==> config.mk <==
export PLATFORM = sky130hd
export DESIGN_NAME = block_table_first_fit_allocator
export DESIGN_NICKNAME = d
export VERILOG_FILES = /design/src/design/btfa_pkg.sv /design/src/design/block_table_first_fit_allocator.sv
export SDC_FILE = /design/constraint.sdc
export NUM_CORES = 2
export LEC_CHECK = 0
export ABC_AREA = 1
export BUFFER_PORTS_ARGS = -buffer_cell sky130_fd_sc_hd__buf_2
export CORE_MARGIN = 4
export CORE_UTILIZATION = 55
export DETAILED_ROUTE_END_ITERATION = 8
export PLACE_DENSITY = 0.74
export SKIP_CTS_REPAIR_TIMING = 1
export SLEW_MARGIN = 30
export SYNTH_ARGS = -nofsm -noshare
export SYNTH_HDL_FRONTEND = slang
export SYNTH_SLANG_ARGS = --single-unit
==> constraint.sdc <==
create_clock -name clk -period 37 [get_ports clk]
set_input_delay 7.4 -clock clk [delete_from_list [all_inputs] [get_ports clk]]
set_output_delay 7.4 -clock clk [all_outputs]
set_load 0.005 [all_outputs]
==> src/design/btfa_pkg.sv <==
// Shared definitions for the first-fit block table allocator.
// Holds default sizes, register indexes, status codes, request kinds and table entry bits.
// No dependencies.
package btfa_pkg;

  localparam int unsigned MAX_BLOCKS_DEF = 1024;
  localparam int unsigned BLOCK_SIZE_DEF = 4096;

  localparam logic [10:0] BLOCK_COUNT_RST = 11'd1024;

  // Configuration register indexes.
  localparam logic REG_HEAP_BASE   = 1'b0;
  localparam logic REG_BLOCK_COUNT = 1'b1;

  // Status codes of a result item.
  localparam logic [1:0] STATUS_OK    = 2'd0;
  localparam logic [1:0] STATUS_NOMEM = 2'd1;
  localparam logic [1:0] STATUS_BAD   = 2'd2;

  // Request kinds carried on the input tuser.
  localparam logic ACTION_ALLOC = 1'b0;
  localparam logic ACTION_FREE  = 1'b1;

  // Table entry layout: bit 0 taken, bit 1 chained to the next block.
  localparam int unsigned ENT_TAKEN_BIT = 0;
  localparam int unsigned ENT_NEXT_BIT  = 1;

endpackage

==> src/design/block_table_first_fit_allocator.sv <==
// Flow: an allocate passes ST_CHECK, ST_SCAN over the table entries, ST_MARK over the blocks
// it takes and ST_FINISH; a free passes ST_CHECK, ST_WALK along its chain and ST_FINISH. A zero
// size or a free below the base goes straight to ST_FINISH, a size or block index past the count
// from ST_CHECK. The table port reads or writes one entry per cycle. Input is ready again as the
// result appears; no new item is taken before then. BLOCK_SIZE is a power of two.
// Reset is synchronous; a clearing pass over all MAX_BLOCKS entries follows and accepts no item.
// Top level of the first-fit block table allocator. Depends on btfa_pkg.
module block_table_first_fit_allocator #(
  parameter int unsigned MAX_BLOCKS = btfa_pkg::MAX_BLOCKS_DEF,
  parameter int unsigned BLOCK_SIZE = btfa_pkg::BLOCK_SIZE_DEF
) (
  input  logic        clk,
  input  logic        rst,
  input  logic        cfg_we,
  input  logic        cfg_index,
  input  logic [31:0] cfg_data,
  input  logic        s_axis_tvalid,
  output logic        s_axis_tready,
  input  logic [63:0] s_axis_tdata,   // size_bytes[31:0], free_address[63:32]
  input  logic        s_axis_tuser,   // action[0]
  output logic        m_axis_tvalid,
  input  logic        m_axis_tready,
  output logic [39:0] m_axis_tdata    // result_address[31:0], status[33:32], zero fill
);

  localparam int unsigned CNT_W = $clog2(MAX_BLOCKS + 1);
  localparam int unsigned IDX_W = (MAX_BLOCKS > 1) ? $clog2(MAX_BLOCKS) : 1;
  localparam int unsigned REM_W = $clog2(BLOCK_SIZE);
  localparam logic [31:0] BS_ADDR = 32'(BLOCK_SIZE);

  typedef enum logic [6:0] {
    ST_CLEAR  = 7'b000_0001,
    ST_IDLE   = 7'b000_0010,
    ST_CHECK  = 7'b000_0100,
    ST_SCAN   = 7'b000_1000,
    ST_MARK   = 7'b001_0000,
    ST_WALK   = 7'b010_0000,
    ST_FINISH = 7'b100_0000
  } state_t;

  state_t state;

  logic [31:0]      heap_base;
  logic [10:0]      block_count;
  logic [CNT_W-1:0] n_eff;

  logic             is_free;
  logic [31:0]      quot;
  logic [32:0]      need_full;

  logic [CNT_W-1:0] need;
  logic [CNT_W-1:0] run;
  logic [CNT_W-1:0] run_inc;
  logic [CNT_W-1:0] ptr;
  logic [CNT_W-1:0] eidx;
  logic [CNT_W-1:0] start;
  logic             pend;
  logic [31:0]      cur_addr;
  logic [31:0]      start_addr;
  logic             hit;
  logic             at_last;
  logic             walk_end;

  logic [31:0]      res_addr;
  logic [1:0]       res_status;
  logic [31:0]      out_addr;
  logic [1:0]       out_status;
  logic             out_valid;

  logic [1:0]       table_mem [MAX_BLOCKS];
  logic [1:0]       rd_data;
  logic             mem_we;
  logic [IDX_W-1:0] mem_wa;
  logic [1:0]       mem_wd;

  assign n_eff = (32'(block_count) > 32'(MAX_BLOCKS)) ? CNT_W'(MAX_BLOCKS)
                                                       : CNT_W'(block_count);

  assign need_full = {1'b0, quot} + 33'd1;

  assign run_inc  = run + CNT_W'(1);
  assign at_last  = pend && (eidx == n_eff - CNT_W'(1));
  assign hit      = pend && !rd_data[btfa_pkg::ENT_TAKEN_BIT] && (run_inc == need);
  assign walk_end = pend && (!rd_data[btfa_pkg::ENT_NEXT_BIT] || at_last);

  assign s_axis_tready = (state == ST_IDLE);
  assign m_axis_tvalid = out_valid;
  assign m_axis_tdata  = {6'd0, out_status, out_addr};

  always_comb begin
    mem_we = 1'b0;
    mem_wa = ptr[IDX_W-1:0];
    mem_wd = 2'b00;
    case (state)
      ST_CLEAR: begin
        mem_we = 1'b1;
      end
      ST_MARK: begin
        mem_we = 1'b1;
        mem_wd[btfa_pkg::ENT_TAKEN_BIT] = 1'b1;
        mem_wd[btfa_pkg::ENT_NEXT_BIT]  = (need > CNT_W'(1));
      end
      ST_WALK: begin
        mem_we = pend;
        mem_wa = eidx[IDX_W-1:0];
      end
      default: begin
        mem_we = 1'b0;
      end
    endcase
  end

  always_ff @(posedge clk) begin
    if (mem_we) begin
      table_mem[mem_wa] <= mem_wd;
    end
    rd_data <= table_mem[ptr[IDX_W-1:0]];
  end

  always_ff @(posedge clk) begin
    if (rst) begin
      state       <= ST_CLEAR;
      ptr         <= '0;
      pend        <= 1'b0;
      heap_base   <= '0;
      block_count <= btfa_pkg::BLOCK_COUNT_RST;
      out_valid   <= 1'b0;
    end else begin
      if (cfg_we) begin
        case (cfg_index)
          btfa_pkg::REG_HEAP_BASE:   heap_base   <= cfg_data;
          btfa_pkg::REG_BLOCK_COUNT: block_count <= cfg_data[10:0];
          default: ;
        endcase
      end

      // In ST_FINISH the output register is reloaded below instead.
      if (out_valid && m_axis_tready && state != ST_FINISH) begin
        out_valid <= 1'b0;
      end

      case (state)
        ST_CLEAR: begin
          ptr <= ptr + CNT_W'(1);
          if (ptr == CNT_W'(MAX_BLOCKS - 1)) begin
            state <= ST_IDLE;
          end
        end

        ST_IDLE: begin
          if (s_axis_tvalid) begin
            is_free  <= (s_axis_tuser == btfa_pkg::ACTION_FREE);
            res_addr <= '0;
            if (s_axis_tuser == btfa_pkg::ACTION_FREE) begin
              if (s_axis_tdata[63:32] < heap_base) begin
                res_status <= btfa_pkg::STATUS_BAD;
                state      <= ST_FINISH;
              end else begin
                quot  <= (s_axis_tdata[63:32] - heap_base) >> REM_W;
                state <= ST_CHECK;
              end
            end else begin
              if (s_axis_tdata[31:0] == 32'd0) begin
                res_status <= btfa_pkg::STATUS_BAD;
                state      <= ST_FINISH;
              end else begin
                // Ceiling division as floor of (size - 1) plus one.
                quot  <= (s_axis_tdata[31:0] - 32'd1) >> REM_W;
                state <= ST_CHECK;
              end
            end
          end
        end

        ST_CHECK: begin
          pend <= 1'b0;
          if (is_free) begin
            if (quot >= 32'(n_eff)) begin
              res_status <= btfa_pkg::STATUS_BAD;
              state      <= ST_FINISH;
            end else begin
              ptr   <= quot[CNT_W-1:0];
              state <= ST_WALK;
            end
          end else begin
            if (need_full > 33'(n_eff)) begin
              res_status <= btfa_pkg::STATUS_NOMEM;
              state      <= ST_FINISH;
            end else begin
              need       <= need_full[CNT_W-1:0];
              ptr        <= '0;
              run        <= '0;
              start      <= '0;
              cur_addr   <= heap_base;
              start_addr <= heap_base;
              state      <= ST_SCAN;
            end
          end
        end

        ST_SCAN: begin
          // Reads run one entry ahead of the evaluation of rd_data.
          if (ptr < n_eff) begin
            eidx <= ptr;
            pend <= 1'b1;
          end else begin
            pend <= 1'b0;
          end
          if (hit) begin
            ptr <= start;
          end else if (ptr < n_eff) begin
            ptr <= ptr + CNT_W'(1);
          end
          if (pend) begin
            cur_addr <= cur_addr + BS_ADDR;
            if (rd_data[btfa_pkg::ENT_TAKEN_BIT]) begin
              run        <= '0;
              start      <= eidx + CNT_W'(1);
              start_addr <= cur_addr + BS_ADDR;
            end else begin
              run <= run_inc;
            end
            if (hit) begin
              res_addr   <= start_addr;
              res_status <= btfa_pkg::STATUS_OK;
              state      <= ST_MARK;
            end else if (at_last) begin
              res_status <= btfa_pkg::STATUS_NOMEM;
              state      <= ST_FINISH;
            end
          end
        end

        ST_MARK: begin
          ptr  <= ptr + CNT_W'(1);
          need <= need - CNT_W'(1);
          if (need == CNT_W'(1)) begin
            state <= ST_FINISH;
          end
        end

        ST_WALK: begin
          if (ptr < n_eff) begin
            ptr  <= ptr + CNT_W'(1);
            eidx <= ptr;
            pend <= 1'b1;
          end else begin
            pend <= 1'b0;
          end
          if (walk_end) begin
            res_status <= btfa_pkg::STATUS_OK;
            state      <= ST_FINISH;
          end
        end

        ST_FINISH: begin
          if (!out_valid || m_axis_tready) begin
            out_valid  <= 1'b1;
            out_addr   <= res_addr;
            out_status <= res_status;
            state      <= ST_IDLE;
          end
        end

        default: begin
          state <= ST_IDLE;
        end
      endcase
    end
  end

endmodule

Yosys cells after proc, flatten, opt, wreduce, memory -nomap -nowiden
Memory sizes are Yosys's and may differ from the RTL's. A register that Yosys moved wholly into a read port is not among the register bits.
Index checks and enable logic that the tools add are counted.
Widths: inputs -> output; s select.
{"block": "totals", "regBits": 272, "ram_bits": 2048, "in_bits": 103, "out_inout_bits": 42, "word_cells": 168, "memories": 1}
{"block": "op_classes", "add_sub_neg": 9, "n_lt_le_gt_ge": 6, "eq_ne": 31, "n_mux": 68, "n_bitwise": 2, "n_reduce_logical": 33}
{"memory": "table_mem", "words": 1024, "width": 2, "rd": 1, "rd_clocked_by_memory_dff": 1, "write_ports": 1, "line_no": "block_table_first_fit_allocator.sv:70", "rtl": "logic [1:0] table_mem [MAX_BLOCKS];"}
{"operator": "$mux 32", "count": 11}
{"operator": "$pmux 32 s2", "count": 3}
{"operator": "$mux 11", "count": 13}
{"operator": "$mux 7", "count": 14}
{"operator": "$pmux 11 s2", "count": 3}
{"operator": "$pmux 7 s7", "count": 1}
{"operator": "$pmux 11 s4", "count": 1}
{"operator": "$add 11x1->11 const B", "count": 3}
{"operator": "$add 32x1->33 const B", "count": 1}
{"operator": "$gt 33x11->1", "count": 1}
{"operator": "$add 32x13->32 const B", "count": 1}
{"operator": "$ge 32x11->1", "count": 1}
{"operator": "$logic_not 32->1", "count": 1}
{"operator": "$lt 32x32->1", "count": 1}
{"operator": "$sub 32x1->32 const B", "count": 1}
{"operator": "$sub 32x32->32", "count": 1}
{"operator": "$mux 2", "count": 12}
{"operator": "$ne 2x2->1 const B", "count": 12}
{"operator": "$eq 11x11->1", "count": 2}
{"operator": "$sub 11x1->11 const B", "count": 2}
{"operator": "$ne 3x3->1 const B", "count": 5}
{"operator": "$reduce_and 5->1", "count": 3}
{"operator": "$reduce_and 3->1", "count": 4}
{"operator": "$eq 11x1->1 const B", "count": 1}
{"operator": "other kinds (30)", "count": 51}

Longest topological paths before layout
{"block": "depth", "ltp_word": 9, "mapped_depth": 27, "mapped_depth_nobuf": 24}

Least setup slack after synthesis
Ideal clock, no wire load.
{"block": "synth_timing", "kind": "reg2reg", "startpoint": "register need[0]", "endpoint": "memory table_mem[0][1] (data pin)", "setup_time_ns": 6.304, "arrival_time_ns": 31.203, "t_required_ns": 30.696, "path_slack_ns": -0.508, "path_stages_with_launch": 9, "path_buffers": 0, "period_less_slack_ns": 37.508, "path_cell_list": "edfxtp_1 inv_1 nand2_1 nor2_1 inv_1 nor2_1 inv_1 nor3_1 a31oi_1"}
{"block": "synth_via", "elab_chain_len": 2}
{"item": "start, declared", "line_no": "block_table_first_fit_allocator.sv:51", "rtl": "logic [CNT_W-1:0] need;"}
{"item": "start signal, assigned", "line_no": "block_table_first_fit_allocator.sv:190", "rtl": "need <= need_full[CNT_W-1:0];"}
{"item": "start signal, assigned", "line_no": "block_table_first_fit_allocator.sv:236", "rtl": "need <= need - CNT_W'(1);"}
{"item": "$gt 11x1->1", "line_no": "block_table_first_fit_allocator.sv:101", "rtl": "mem_wd[btfa_pkg::ENT_NEXT_BIT] = (need > CNT_W'(1));"}
{"item": "$mux 2", "line_no": "block_table_first_fit_allocator.sv:94", "rtl": "case (state)"}
{"item": "named net mem_wd[1]", "line_no": "block_table_first_fit_allocator.sv:74", "rtl": "logic [1:0] mem_wd;"}
{"item": "end, declared", "line_no": "block_table_first_fit_allocator.sv:70"}
The timed path passes the listed nets, and every way through them passes these cells.

Final worst setup path
{"block": "layout_timing", "startpoint": "register state[6]", "endpoint": "output port s_axis_tready"}
{"block": "layout_via", "elab_chain_len": 1}
{"item": "start, declared", "line_no": "block_table_first_fit_allocator.sv:41", "rtl": "state_t state;"}
{"item": "start signal, assigned", "line_no": "block_table_first_fit_allocator.sv:122", "rtl": "state <= ST_CLEAR;"}
{"item": "start signal, assigned", "line_no": "block_table_first_fit_allocator.sv:146", "rtl": "state <= ST_IDLE;"}
{"item": "start signal, assigned", "line_no": "block_table_first_fit_allocator.sv:157", "rtl": "state <= ST_FINISH;"}
{"item": "$eq 7x2->1", "line_no": "block_table_first_fit_allocator.sv:86", "rtl": "assign s_axis_tready = (state == ST_IDLE);"}
{"item": "end, declared", "line_no": "block_table_first_fit_allocator.sv:18", "rtl": "output logic s_axis_tready,"}
No other way between the ends.

==> impl_summary.txt <==
----------------------------------------------------
[Final layout]
  Area growth syn-to-layout ... 9.901%
  Commonest non-fill, non-tap cells in the layout ... sky130_fd_sc_hd__nor2_1, sky130_fd_sc_hd__edfxtp_1, sky130_fd_sc_hd__o21ai_0
  Filler Cell Count ... 14.08k
  Number of nets in the finished design ... 9061
  Sequential Area ... 68730 um^2
  Most common cell after layout, fill and taps aside ... sky130_fd_sc_hd__nor2_1
  Fraction of layout cells with a size suffix above 1 ... 7.636%
  Multi-input combinational cell area ... 27780 um^2

[Critical path]
  Critical-path cell list ... nor3_1 -> inv_1 -> nor4_1 -> buf_2
  Library cell contributing the largest single delay on the critical path ... sky130_fd_sc_hd__nor4_1
  Startpoint types ... flip-flop
  Longest individual stage delay on the worst path ... 700 ps
  Data arrival time of the worst path ... 2770 ps
  CP required ... 29600 ps
  Kind of capture point of the worst setup path ... primary output
  WS Path Type ... flip-flop to primary output
  Crit path max fanout ... 6

[Synth]
  Register bit count reported by yosys ... 2310
  Cell count after synthesis ... 9065
  Netlist area before placement ... 100000 um^2
  Predominant post-synthesis flop cell ... sky130_fd_sc_hd__edfxtp_1
  Proportion of synthesized chip area in sequential cells ... 68.70%
  Mean post-synth cell area ... 11.03 um^2
  Fraction of registers with async set/reset ... 0%
  Post-synth EDFFs ... 2245
  Unique cell type count in the Yosys netlist ... 48
  Yosys warns ... 0

[Placement]
  Number of port buffers ... 138
  Detailed-placement wirelength estimate ... 155600 um
  Routability cong. ... 0.9106
  Placement-stage worst setup slack ... 26590 ps

[Floorplan]
  Full die area ... 188700 um^2
  Number of core rows ... 156
  Placeable Area ... 180700 um^2
  Die Span X ... 434.4 um
  Initial Util ... 55.34%
  Number of top-level design ports ... 145
  Die span in y ... 434.4 um

[Power and ir drop]
  Share of power burned in combinational logic ... 22.8%
  Cell internal pwr ... 0.004513 W
  Sw frac ... 31.95%
  Sequential share of power ... 43.3%
  Leakage power ... 41.21 nW
  Total net switching power ... 0.002119 W
  Part of the power in the clock network ... 33.9%
  Power density relative to cell area ... 60.33 nW/um^2
  Worst voltage drop across the vdd grid ... 0.05624 mV

[Hold path]
  Kind of path behind the tightest hold check ... flip-flop to flip-flop

[Drt]
  Antenna violation net count after detailed routing ... 0
  Number of design rule violations left after detail routing ... 0
  Total wire length ... 284900 um
  DR iter-0 viols ... 10.22k
  Via/cell ratio ... 6.312
  Mean routed wirelength per cell ... 24.87 um
  Router iterations before antenna repair ... 7
  Vias after detailed routing ... 72.30k

[GRT]
  Number of antenna violations at the first check in global routing ... 10
  Pin count of the biggest net entering global routing ... 256
  Overall overflow remaining after global route ... 0
  Combined global-route utilization of all metal layers ... 29.68%
  Number of global-route vias before repair ... 69.39k
  First-pass GRT wire length ... 422400 um

[STA]
  Count of final max-slew check failures ... 0
  Tightest slew margin relative to the limit ... 27.75%
  Setup Skew ... 49.13 ps
  Hold_ws ... 420.0 ps
  Period utilisation layout ... 27.48%
  Timing-limited maximum frequency ... 0.09836 GHz
  Hold Violations, Final ... 0
  Setup slack after layout ... 26830 ps
  Summed negative setup slack over all endpoints ... 0 ps
  Setup violations, final ... 0
  Final critical delay including setup and external delays ... 10170 ps
  Setup repair after global routing missed its margin ... false
  Slew at the pin closest to its max-slew limit ... 1084 ps

[CTS]
  H-tree lvl count ... 4
  Bufs on Longest Clock Path ... 3
  Skew-Pair Late Insertion Delay ... 890 ps
  CTS tree ... done
  Clk slew on worst S/H paths ... 60 ps
  Root Driver ... sky130_fd_sc_hd__clkbuf_16
  Clock Sinks ... 2310
  Number of buffers created by CTS ... 224

[Outcome]
  Run status ... complete, no violations

[Run]
  Max_cap viols ... 0

----------------------------------------------------
-- stage by stage --
stage,instances,power (W),util (%),instance area [um^2]
global placement,11020,0.004354,56.60,102300
finish,11450,0.006632,60.81,109900
global route,11450,0.006868,60.80,109900
detailed placement,11030,0.004386,56.70,102500
CTS,11440,0.006598,60.69,109700
floorplan,9070,0.003879,-,100000
-- cell usage after synthesis, types with 65 or more instances --
library cell,number,area (um^2)
sky130_fd_sc_hd__a21oi_1,186,930.9
sky130_fd_sc_hd__o22ai_1,274,1714
sky130_fd_sc_hd__edfxtp_1,2245,67410
sky130_fd_sc_hd__clkbuf_1,586,2200
sky130_fd_sc_hd__o211ai_1,141,1059
sky130_fd_sc_hd__o221ai_1,217,1901
sky130_fd_sc_hd__nand2_1,757,2841
sky130_fd_sc_hd__dfxtp_1,65,1301
sky130_fd_sc_hd__ha_1,70,875.8
sky130_fd_sc_hd__nor2_1,2372,8904
sky130_fd_sc_hd__inv_1,275,1032
sky130_fd_sc_hd__nand3_1,286,1431
sky130_fd_sc_hd__o21ai_0,1228,6146
-- critical path: cells and delay by family, from the launching register on --
family | cells | cell delay, ps
AND/OR/NAND/NOR | 2 | 1170
flip-flops | 1 | 390
buffers and inverters | 2 | 330
-- final cells by class --
class                           count  area share (%)
Antenna cell                        8         0.01821
Clock buffer                      282           5.384
Clock inverter                    132           1.169
Inverter                          293           1.026
Multi-Input combinational cell   5781           25.27
Sequential cell                  2310           62.53
Tap cell                         2370           2.698
Timing Repair Buffer              278           1.902
-- per-layer routing --
layer / vias to the layer above / global-route usage (%) / routed length, um
li1: 32040 / - / -
met1: 35110 / 39.50 / 106200
met2: 4351 / 46.67 / 131600
met3: 795 / 6.322 / 33310
met4: 2 / 14.76 / 13780
met5: - / 0.3586 / 13
-- registers in the layout (all words and copies together) (netlist names), 20 cells and up --
name,cells
table_mem,2048
cur_addr,32
heap_base,32
out_addr,32
res_addr,32
start_addr,32
quot,20
-- worst paths after layout --
kind | startpoint | end | slack (ps) | depth (start not counted)
max | state[6] | s_axis_tready | 26830 | 4
min | res_addr[13] | out_addr[13] | 420 | 0
max reg2reg | state[0] | table_mem[290][1] | 31370 | 12
min reg2reg | res_addr[13] | out_addr[13] | 420 | 0
-- power groups by stage --
stage | Combinational [W] | Clock, W | Sequential [W]
after floorplan | 0.000979 | 0 | 0.00290
after global placement | 0.00143 | 0 | 0.00292
after detailed placement | 0.00146 | 0 | 0.00292
after CTS | 0.00147 | 0.00226 | 0.00287
after global routing | 0.00163 | 0.00237 | 0.00287
final | 0.00151 | 0.00225 | 0.00287
-- logic make-up (layout without fill, tap and decap cells) --
group / count (synthesis) / after routing / share of synthesized area [%]
simple gates: 3561 / 3561 / 14.07
flops: 2310 / 2310 / 68.70
compound gates: 2088 / 2088 / 12.06
buf+inv: 979 / 985 / 3.779
fa+ha+maj: 70 / 70 / 0.8757
xor+xnor: 56 / 56 / 0.5041
other cells: 1 / 14 / 0.003749
Note: power is estimated with default switching activity, not from simulation.
